===== src/rtl/lrfu_pkg.sv =====
// lrfu_pkg: shared constants, types and the decay table for the lrfu replacement block
// no dependencies
package lrfu_pkg;

    localparam int ENTRIES     = 16;
    localparam int IDX_W       = $clog2(ENTRIES);
    localparam int OCC_W       = $clog2(ENTRIES + 1);
    localparam int TBL_BITS    = 8;
    localparam int LAMBDA_W    = 17;
    localparam logic [LAMBDA_W-1:0] LAMBDA_RESET = 17'd32768;
    localparam logic [31:0] ONE_Q16 = 32'd65536;

    typedef enum logic [1:0] {
        CMD_READ   = 2'd0,
        CMD_WRITE  = 2'd1,
        CMD_LOOKUP = 2'd2,
        CMD_CLEAR  = 2'd3
    } cmd_t;

    // controller to datapath
    typedef struct packed {
        logic start;      // latch the input item, reset the scan
        logic scan_rd;    // read the scan entry, form its decay exponent
        logic scan_mul;   // multiply the entry weight by its decay factor
        logic scan_eval;  // finish decay of the entry read last
        logic scan_adv;   // step the scan index
        logic do_read;    // update the hit entry
        logic do_append;  // append at the occupancy index
        logic evict_rd;   // start the gap closing
        logic shift_step; // move one entry down
        logic do_clear;   // one clearing step
        logic finish;     // load the output register
    } lrfu_cmd_t;

    // datapath to controller
    typedef struct packed {
        logic [1:0] cmd;
        logic       full;
        logic       scan_last;
        logic       match;
        logic       shift_last;
    } lrfu_stat_t;

    // decay factor for 2^-(f/2^TBL_BITS) in Q1.16
    function automatic logic [16:0] decay_rom(input logic [TBL_BITS-1:0] f);
        logic [63:0] acc;
        logic [31:0] root [10];
        root[0] = 32'd3037000500; root[1] = 32'd3611622603;
        root[2] = 32'd3938502376; root[3] = 32'd4112874773;
        root[4] = 32'd4202935002; root[5] = 32'd4248701965;
        root[6] = 32'd4271771997; root[7] = 32'd4283353945;
        root[8] = 32'd4289156690; root[9] = 32'd4292061010;
        acc = 64'd1 << 32;
        for (int k = 0; k < TBL_BITS; k++) begin
            if (f[k] && (TBL_BITS - k) >= 1 && (TBL_BITS - k) <= 10) begin
                acc = (acc * {32'd0, root[TBL_BITS-k-1]} + (64'd1 << 31)) >> 32;
            end
        end
        acc = (acc + 64'h8000) >> 16;
        return acc[16:0];
    endfunction

endpackage


===== src/rtl/lrfu_ctrl.sv =====
// lrfu_ctrl: sequencing state machine of the lrfu replacement block
// depends on lrfu_pkg
module lrfu_ctrl
    import lrfu_pkg::*;
(
    input  logic       clk,
    input  logic       rst_n,
    input  logic       in_valid,
    output logic       in_ready,
    input  logic       out_busy,
    output lrfu_cmd_t  cmd,
    input  lrfu_stat_t stat
);

    typedef enum logic [9:0] {
        S_IDLE  = 10'b0000000001,
        S_DISP  = 10'b0000000010,
        S_SRD   = 10'b0000000100,
        S_SMUL  = 10'b0000001000,
        S_SEVAL = 10'b0000010000,
        S_HIT   = 10'b0000100000,
        S_EVRD  = 10'b0001000000,
        S_SHIFT = 10'b0010000000,
        S_APP   = 10'b0100000000,
        S_DONE  = 10'b1000000000
    } state_t;

    state_t state_reg, state_next;

    assign in_ready = (state_reg == S_IDLE);

    // next state and commands
    always_comb
    begin
        state_next = state_reg;
        cmd = '0;
        unique case (state_reg)
            S_IDLE:
            begin
                if (in_valid)
                begin
                    cmd.start = 1'b1;
                    state_next = S_DISP;
                end
            end
            S_DISP:
            begin
                case (stat.cmd)
                    CMD_WRITE:
                        state_next = stat.full ? S_SRD : S_APP;
                    default:
                        state_next = S_SRD;
                endcase
            end
            S_SRD:
            begin
                cmd.scan_rd = 1'b1;
                state_next = S_SMUL;
            end
            S_SMUL:
            begin
                cmd.scan_mul = 1'b1;
                state_next = S_SEVAL;
            end
            S_SEVAL:
            begin
                cmd.scan_eval = 1'b1;
                if (stat.cmd != CMD_WRITE && stat.cmd != CMD_CLEAR && stat.match)
                    state_next = (stat.cmd == CMD_READ) ? S_HIT : S_DONE;
                else if (stat.scan_last)
                    state_next = (stat.cmd == CMD_WRITE) ? S_EVRD : S_DONE;
                else
                begin
                    cmd.scan_adv = 1'b1;
                    state_next = S_SRD;
                end
                if (stat.cmd == CMD_CLEAR)
                    cmd.do_clear = 1'b1;
            end
            S_HIT:
            begin
                cmd.do_read = 1'b1;
                state_next = S_DONE;
            end
            S_EVRD:
            begin
                cmd.evict_rd = 1'b1;
                state_next = S_SHIFT;
            end
            S_SHIFT:
            begin
                cmd.shift_step = 1'b1;
                if (stat.shift_last)
                    state_next = S_APP;
            end
            S_APP:
            begin
                cmd.do_append = 1'b1;
                state_next = S_DONE;
            end
            S_DONE:
            begin
                if (!out_busy)
                begin
                    cmd.finish = 1'b1;
                    state_next = S_IDLE;
                end
            end
            default: state_next = S_IDLE;
        endcase
    end

    always_ff @(posedge clk or negedge rst_n)
    begin
        if (!rst_n)
            state_reg <= S_IDLE;
        else
            state_reg <= state_next;
    end

    a_onehot: assert property (@(posedge clk) disable iff (!rst_n) $onehot(state_reg))
        else $error("state not one-hot");
    a_ready_idle: assert property (@(posedge clk) disable iff (!rst_n)
        in_ready |-> !cmd.finish) else $error("finish while idle");
    a_start: assert property (@(posedge clk) disable iff (!rst_n)
        cmd.start |=> state_reg == S_DISP) else $error("start did not dispatch");

endmodule


===== config.mk =====
export PLATFORM = sky130hd
export DESIGN_NAME = lrfu_ctrl
export DESIGN_NICKNAME = d
export VERILOG_FILES = /design/src/rtl/lrfu_pkg.sv /design/src/rtl/lrfu_ctrl.sv
export SDC_FILE = /design/constraint.sdc
export NUM_CORES = 1
export LEC_CHECK = 0
export BUFFER_PORTS_ARGS = -buffer_cell sky130_fd_sc_hd__buf_2
export CORE_MARGIN = 4
export CORE_UTILIZATION = 44
export DETAILED_ROUTE_END_ITERATION = 10
export HOLD_SLACK_MARGIN = 0.05
export PLACE_DENSITY = 0.76
export SYNTH_ARGS = -nofsm -noshare
export SYNTH_HDL_FRONTEND = slang
export SYNTH_SLANG_ARGS = --single-unit

===== constraint.sdc =====
create_clock -name clk -period 1.25 [get_ports clk]
set_input_delay 0.0625 -clock clk [delete_from_list [all_inputs] [get_ports clk]]
set_output_delay 0.0625 -clock clk [all_outputs]
set_load 0.005 [all_outputs]

==> results of run 1 <==
-- power groups by stage --
stage | combinational (W) | sequential (W) | clock [W]
finish | 0.00152 | 0.000484 | 0.000315
global route | 0.00161 | 0.000489 | 0.000345
CTS | 0.000972 | 0.000459 | 0.000314
detailed placement | 0.000652 | 0.000461 | 0
global placement | 0.000635 | 0.000452 | 0
floorplan | 0.000397 | 0.000432 | 0
-- layout make-up --
type / count / area (sq um) / area share
clock buffer: 4 / 36.3 / 0.0263
sequential: 10 / 256 / 0.186
inverter: 2 / 7.51 / 0.00543
tap: 16 / 20.0 / 0.0145
timing repair buffer: 61 / 472 / 0.341
multi-input combinational: 59 / 589 / 0.427
-- worst paths after layout --
check                             start           end  cells after the start
hold / removal                  stat[3]  state_reg[2]                      3
hold reg to reg            state_reg[6]  state_reg[7]                      2
max in group asynchronous         rst_n  state_reg[0]                      2
setup reg to reg           state_reg[2]  state_reg[8]                      6
setup / recovery           state_reg[2]        cmd[1]                      5
min in group asynchronous         rst_n  state_reg[6]                      2
-- synth_stat cells --
master	number	area (sq um)
nor3_1	2	10.0
nor4b_1	2	17.5
clkbuf_1	1	3.75
nor2b_1	1	6.26
a311o_2	1	11.3
inv_1	2	7.51
or3b_2	1	8.76
dfrtp_1	9	225
dfstp_2	1	26.3
nand2_2	1	6.26
nand2_1	3	11.3
nor4_1	1	6.26
nand2b_1	4	25.0
nor3_2	1	10.0
nand4_2	1	12.5
nor4_4	2	42.5
buf_2	1	5.00
nor2_1	6	22.5
a21oi_1	5	25.0
nand3b_1	1	7.51
a22o_1	1	8.76
buf_6	1	11.3
o21bai_1	1	7.51
and3_2	2	15.0
xnor2_1	1	8.76
xor2_1	1	8.76
nor3b_2	1	12.5
o21ai_0	1	5.00
nand3_1	4	20.0
o22ai_1	2	12.5
and3_1	1	6.26
nor3b_1	6	45.0
and2_1	2	12.5
a211oi_1	1	7.51
mux2i_1	1	10.0
and4b_1	1	10.0
o21a_1	1	7.51
-- metal layers --
layer / global-route usage / vias up
met4: 0.113 / 0
met2: 0.409 / 49
met3: 0.0827 / 21
met1: 0.256 / 446
li1: - / 400
met5: 0 / -
-- worst min-delay path: cells and delay by family --
kind                   cells  cell delay (ns)
AOI/OAI and AO/OA          1             0.13
and+or+nand+nor            1             0.06
buffers and inverters      1             0.09
-- repair_timing --
item / in CTS / in global routing
hold buffers: 4 / 0
setup buffers: 11 / 9
pin swaps: 10 / 13
endpoints found under the hold margin: 14 / 0
cloned: 0 / 0
resized for setup: 29 / 21
endpoints found under the setup margin: 22 / 22
-- logic make-up after synthesis --
family	count (synthesis)
and+or+nand+nor	43
AOI/OAI and AO/OA	13
DFF	10
buffers and inverters	5
xor gates and xnor gates	2
muxes	1
-- through the flow --
step,hold WS (ns),utilization
after floorplan,-0.233,-
after global placement,-0.0622,0.631
after detailed placement,-0.0611,0.631
after CTS,0.0677,0.816
after global routing,0.0968,0.917
final,0.0813,0.917
==> impl_metrics.ini, run 1 <==
[setup_path]
max_stage_delay_ns = 0.45
crit_buf_inv = 2
ff2ff_setup_slack_ns = -0.40
cp_cell_sequence = nor4_4 -> nand4_2 -> inv_2 -> and3_1 -> buf_2
cp-start-kind = flop
critPathArrivalTime_ns = 1.76
crit_family = simple AND/OR/NAND/NOR gates
endpoint_kind = output pin
worst-setup-path-type = flop to output pin
critPathMaxFanout = 3
cp.required_ns = 1.19
slowest_stage = dfrtp_2

[power_and_ir_drop]
peakVddDrop_v = 0.00156
p_total_w = 0.00232
p_seq_frac = 0.209
internal_power_w = 0.00145
clock_power_share = 0.136
pwr-share-comb = 0.655
p_leak_nw = 0.642
switching_share = 0.374
cellPowerDensity_nw_per_um2 = 1680
netSwitchingPower_w = 0.000866

[routing]
vias_per_cell = 6.03
dr_wl_met3_um = 219
dr_total_vias = 916
wl_met2_mm = 1.61
drt_iter0_markers = 34
drc = 0
dr.max_layer_used = met4
wl_per_cell_um = 20.9
wl_met1_mm = 1.18
drtPass1Iterations = 4
drt-total-wl_mm = 3.17
antenna_left = 0

[timing]
worstMarginPinSlew_ns = 0.383
tns_ns = -8.49
relSlewSlack = 0.745
grt_setup_unrepaired = true
hold_viol_final = 0
fin_crit_ns = 1.82
setup_ws_ns = -0.569
max_freq_mhz = 550
fin_crit_sh = 1.46
skew_ns = 0.00584
slew_viol_final = 0
setup_violations = 22

[place]
place.gp.congestion = 0.775
post-place-ws_ns = -0.234
port_buffers = 21
dpl_cell_area_sq_um = 951
dpl.hpwl_mm = 1.42
place_inst = 126

[synthesis]
syn_area_per_cell_sq_um = 9.45
syn-cell-area_sq_um = 699
synth_simple_gate_area_share = 0.440
synth_warnings = 0
synthAdderAreaFrac = 0
syn_nets = 84
ys_seq_elements = 10
synth_compound_area_frac = 0.122
yosys.area_share.xor_xnor = 0.0250
synthMuxAreaShare = 0.0143
synth_top_family_by_area = simple AND/OR/NAND/NOR gates
ys_types = 37
synth_cells = 74
seq_area_frac_synth = 0.360

[floorplan]
die_w_um = 47.9
io_pins = 22
die_area_sq_um = 2290
rows = 14
die_y_um = 47.9
initial_core_util = 0.464
coreArea_sq_um = 1510

[clocking]
cts_tree = done
clk_pin_slew_ns = 0.08
htree_levels = 1
clk-insertion-delay-late_ns = 0.29
root_buffer = clkbuf_4
cts_sinks = 10
clock_path_buffers = 2
cts_inserted_buffers = 3

[outcome]
status = finished with violations
violations = setup timing

[job]
max-cap-violations = 0

[final_layout]
nets = 147
nFillCells = 56
fin_cells = 152
antenna_cells = 0
final_common_cell = buf_4
final_cell_mix = 26 x buf_4, 18 x buf_2, 13 x buf_6
final_cell_area_sq_um = 1380
area_growth_pct = 97.5
largest_reg_flops = 10
drive_gt1_frac = 0.735

[grt]
grt_pass1_wl_mm = 3.58
grt_max_degree = 11
grt_overflow = 0
antenna_found_initial = 0
grt_pass1_vias = 818
track_usage = 0.237

[min_path]
min_path_type = primary input to flop
Note: power is estimated with default switching activity, not from simulation.
==> run 2, diff against run 1 <==
CORE_MARGIN = 2   (was 4)
SLEW_MARGIN = 10   (was default)
==> impl_metrics.ini, run 2 (synthesis gave the netlist of run 1 again) <==
[outcome]
status = finished with violations
violations = setup timing

[routing]
drt-total-wl_mm = 2.54
vias_per_cell = 5.74
drt_iter0_markers = 27
wl_per_cell_um = 17.2
drtPass1Iterations = 4
antenna_left = 0
dr_total_vias = 850
drc = 0

[clocking]
clock_path_buffers = 2
root_buffer = clkbuf_4
cts_inserted_buffers = 3
cts_sinks = 10
htree_levels = 1
clk_pin_slew_ns = 0.08
clk-insertion-delay-late_ns = 0.29
cts_tree = done

[floorplan]
io_pins = 22
die_w_um = 43.9
die_y_um = 43.9
coreArea_sq_um = 1510
initial_core_util = 0.464
die_area_sq_um = 1920
rows = 14

[min_path]
min_path_type = primary input to flop
hold_start = stat[3]

[timing]
relSlewSlack = 0.739
grt_setup_unrepaired = true
max_freq_mhz = 555
setup_ws_ns = -0.553
skew_ns = 0.00836
slew_viol_final = 0
fin_crit_ns = 1.80
hold_viol_final = 0
worstMarginPinSlew_ns = 0.387
holdWs_ns = 0.0587
fin_crit_sh = 1.44
setup_violations = 22

[grt]
grt_pass1_wl_mm = 3.37
track_usage = 0.252
grt_max_degree = 11
grt_pass1_vias = 737
grt_overflow = 0
antenna_found_initial = 0

[place]
port_buffers = 21
place_inst = 125
dpl.hpwl_mm = 1.35
dpl_cell_area_sq_um = 943
place.gp.congestion = 0.834

[final_layout]
drive_gt1_frac = 0.667
final_common_cell = buf_4
fin_cells = 148
area_growth_pct = 83.0
final_cell_area_sq_um = 1280
multi_input_area_sq_um = 551
nets = 143
ff_latch_area_sq_um = 254
antenna_cells = 0
largest_reg_flops = 10
final_cell_mix = 25 x buf_4, 21 x buf_2, 7 x buf_6, 7 x dfrtp_1, 5 x nor2_1
nFillCells = 88

[setup_path]
critPathArrivalTime_ns = 1.74
reg2reg_from = state_reg[1]
critPathMaxFanout = 4
cp.required_ns = 1.19
cp-start-kind = flop
startpoint = state_reg[1]
endpoint_kind = output pin
worst-setup-path-type = flop to output pin

[power_and_ir_drop]
p_leak_nw = 0.586
cellPowerDensity_nw_per_um2 = 1530
peakVddDrop_v = 0.00133

[job]
max-cap-violations = 0
run 2: changes by cell type in the layout (fill, tap and decap cells not counted), moves of 2 or more:
cell,previous run,this run
buf_6,13,7
nand3_2,2,0
dfrtp_1,5,7
buf_2,18,21
and2_1,0,2
dfrtp_2,4,2
and2_4,2,0
nor3_2,1,3
nor4b_4,2,0
run 2: cell type report:
cell class / instances / share of cell area
Clock buffer: 4 / 0.0283
Tap cell: 16 / 0.0156
Inverter: 2 / 0.00587
Multi-Input combinational cell: 59 / 0.430
Sequential cell: 10 / 0.198
Timing Repair Buffer: 57 / 0.322
run 2: power breakdown:
| group | total, W | switching (W) | internal, W |
|---|---|---|---|
| Combinational | 0.00117 | 0.000502 | 0.000669 |
| Sequential | 0.000470 | 0.0000854 | 0.000384 |
| Clock | 0.000318 | 0.000141 | 0.000178 |
| Total | 0.00196 | 0.000728 | 0.00123 |
run 2: worst max-delay path: stages, from the launching register on:
cell and delay [ns]:
dfrtp_2 0.46, nor4_4 0.35, buf_4 0.18, nand4_4 0.11, inv_2 0.11, and3_1 0.15, buf_2 0.10
run 2: layer usage:
layer / track usage / wire length, um
met4: 0.145 / 89
met5: 0 / 0
met3: 0.0667 / 133
met2: 0.441 / 1330
met1: 0.268 / 993
run 2: worst paths after layout:
check,to,slack [ns],cells past startpoint
min in group asynchronous,state_reg[1],0.17,2
worst max-delay path,cmd[1],-0.55,6
worst max register to register,state_reg[8],-0.33,6
max in group asynchronous,state_reg[0],0.81,2
worst min register to register,state_reg[7],0.70,3
worst min-delay path,state_reg[2],0.06,3
run 2: repair_timing:
action,in CTS,in global routing
setup buffers,9,11
hold endpoints to repair,13,0
resized for setup,16,18
pin swaps,12,13
setup endpoints to repair,22,22
hold buffers,4,0
run 2: through the flow:
step / power (W) / utilization / worst slack [ns] / TNS (ns)
detailed placement: 0.00111 / 0.626 / -0.233 / -2.38
finish: 0.00196 / 0.850 / -0.553 / -7.94
global route: 0.00206 / 0.850 / -0.613 / -9.20
floorplan: 0.000829 / - / -0.120 / -0.664
CTS: 0.00162 / 0.754 / -0.467 / -6.21
global placement: 0.00109 / 0.626 / -0.168 / -1.84
==> run 3, diff against run 2 <==
CORE_UTILIZATION = 25   (was 44)
PLACE_DENSITY = 0.5   (was 0.76)
==> impl_metrics.ini, run 3 (synthesis gave the netlist of run 1 again) <==
[timing]
hold_viol_final = 0
setup_ws_ns = -0.439
max_freq_mhz = 592
fin_crit_ns = 1.69
setup_violations = 21
worstMarginPinSlew_ns = 0.310
holdWs_ns = 0.0823
skew_ns = 0.00384
fin_crit_sh = 1.35
slew_viol_final = 0
tns_ns = -6.28
grt_setup_unrepaired = true
relSlewSlack = 0.792

[setup_path]
worst-setup-path-type = flop to output pin
cp.required_ns = 1.19
reg2reg_depth = 6
max_stage_delay_ns = 0.42
critPathArrivalTime_ns = 1.63
endpoint_kind = output pin
crit_buf_inv = 2
cp-start-kind = flop
crit_family = simple AND/OR/NAND/NOR gates
cp_cell_sequence = nor4_4 -> buf_4 -> nand2_4 -> nor3b_2 -> buf_2
critPathMaxFanout = 3
slowest_stage = dfrtp_1
ff2ff_setup_slack_ns = -0.37
worst-path-stages = 5

[routing]
dr_total_vias = 765
drc = 0
drt-total-wl_mm = 1.89
dr.max_layer_used = met3
wl_met2_um = 961
drt_iter0_markers = 8
vias_per_cell = 4.75
wl_per_cell_um = 11.8
wl_met1_um = 855
antenna_left = 0
dr_wl_met3_um = 77
drtPass1Iterations = 4

[clocking]
clk_pin_slew_ns = 0.08
clk-insertion-delay-late_ns = 0.27
htree_levels = 1
cts_sinks = 10
cts_tree = done
clock_path_buffers = 2
cts_inserted_buffers = 3
root_buffer = clkbuf_4

[place]
port_buffers = 21
post-place-ws_ns = -0.197
place.gp.congestion = 0.783
dpl.hpwl_mm = 1.32

[power_and_ir_drop]
peakVddDrop_v = 0.000752
cellPowerDensity_nw_per_um2 = 1470
p_leak_nw = 0.587

[floorplan]
coreArea_sq_um = 2710
io_pins = 22
die_y_um = 56.9
die_w_um = 56.9
initial_core_util = 0.258
die_area_sq_um = 3240
rows = 19

[outcome]
status = finished with violations
violations = setup timing

[grt]
grt_max_degree = 11
grt_overflow = 0
grt_pass1_wl_mm = 3.06
antenna_found_initial = 0
grt_pass1_vias = 731
track_usage = 0.120

[final_layout]
final_cell_mix = 24 x buf_4, 18 x buf_2, 9 x buf_6, 7 x dfrtp_1, 6 x nor3b_2
nets = 141
area_growth_pct = 83.4
final_common_cell = buf_4
drive_gt1_frac = 0.662
antenna_cells = 0
largest_reg_flops = 10

[min_path]
hold_depth = 3
min_path_type = primary input to flop

[job]
max-cap-violations = 0
[run 3: timing repair]
action                                  4_1_cts  5_1_grt
endpoints found under the setup margin       21       22
pin swaps                                    17        6
setup buffers                                10        3
resized for setup                            20       14
endpoints found under the hold margin        13        0
hold buffers                                  4        0
[run 3: power breakdown]
| part | switching [W] | total (W) | internal [W] |
|---|---|---|---|
| combinational | 0.000455 | 0.00113 | 0.000678 |
| sequential | 0.0000725 | 0.000456 | 0.000383 |
| clock | 0.000124 | 0.000301 | 0.000177 |
[run 3: stage by stage]
step                cell area, sq um  instances   util  total power, W
detailed placement               970        141  0.358         0.00112
global route                    1280        161  0.473         0.00200
floorplan                        717         74      -        0.000829
global placement                 970        141  0.358         0.00112
CTS                             1200        158  0.443         0.00170
finish                          1280        161  0.473         0.00189
[run 3: layout make-up]
class | instances | area (sq um)
clock buffer | 4 | 36.3
fill | 258 | 1430
inverter | 2 | 7.51
multi-input combinational | 59 | 534
sequential | 10 | 254
tap | 31 | 38.8
timing repair buffer | 55 | 412
[run 3: metal layers]
metal / GRT usage / vias up
met3: 0.0300 / 0
met5: 0 / -
met1: 0.145 / 365
met4: 0.0399 / 0
met2: 0.207 / 17
li1: - / 383
[run 3: path summary, 6_finish.rpt]
check / from / end
min in group asynchronous: rst_n / state_reg[7]
setup reg to reg: state_reg[1] / state_reg[5]
max in group asynchronous: rst_n / state_reg[0]
hold reg to reg: state_reg[6] / state_reg[7]
setup / recovery: state_reg[1] / cmd[2]
hold / removal: stat[3] / state_reg[2]
[run 3: worst min-delay path, delay by kind of cell]
kind | cells | cell delay [ns]
buffers and inverters | 1 | 0.07
AO/OA/AOI/OAI | 1 | 0.13
AND/OR/NAND/NOR | 1 | 0.05
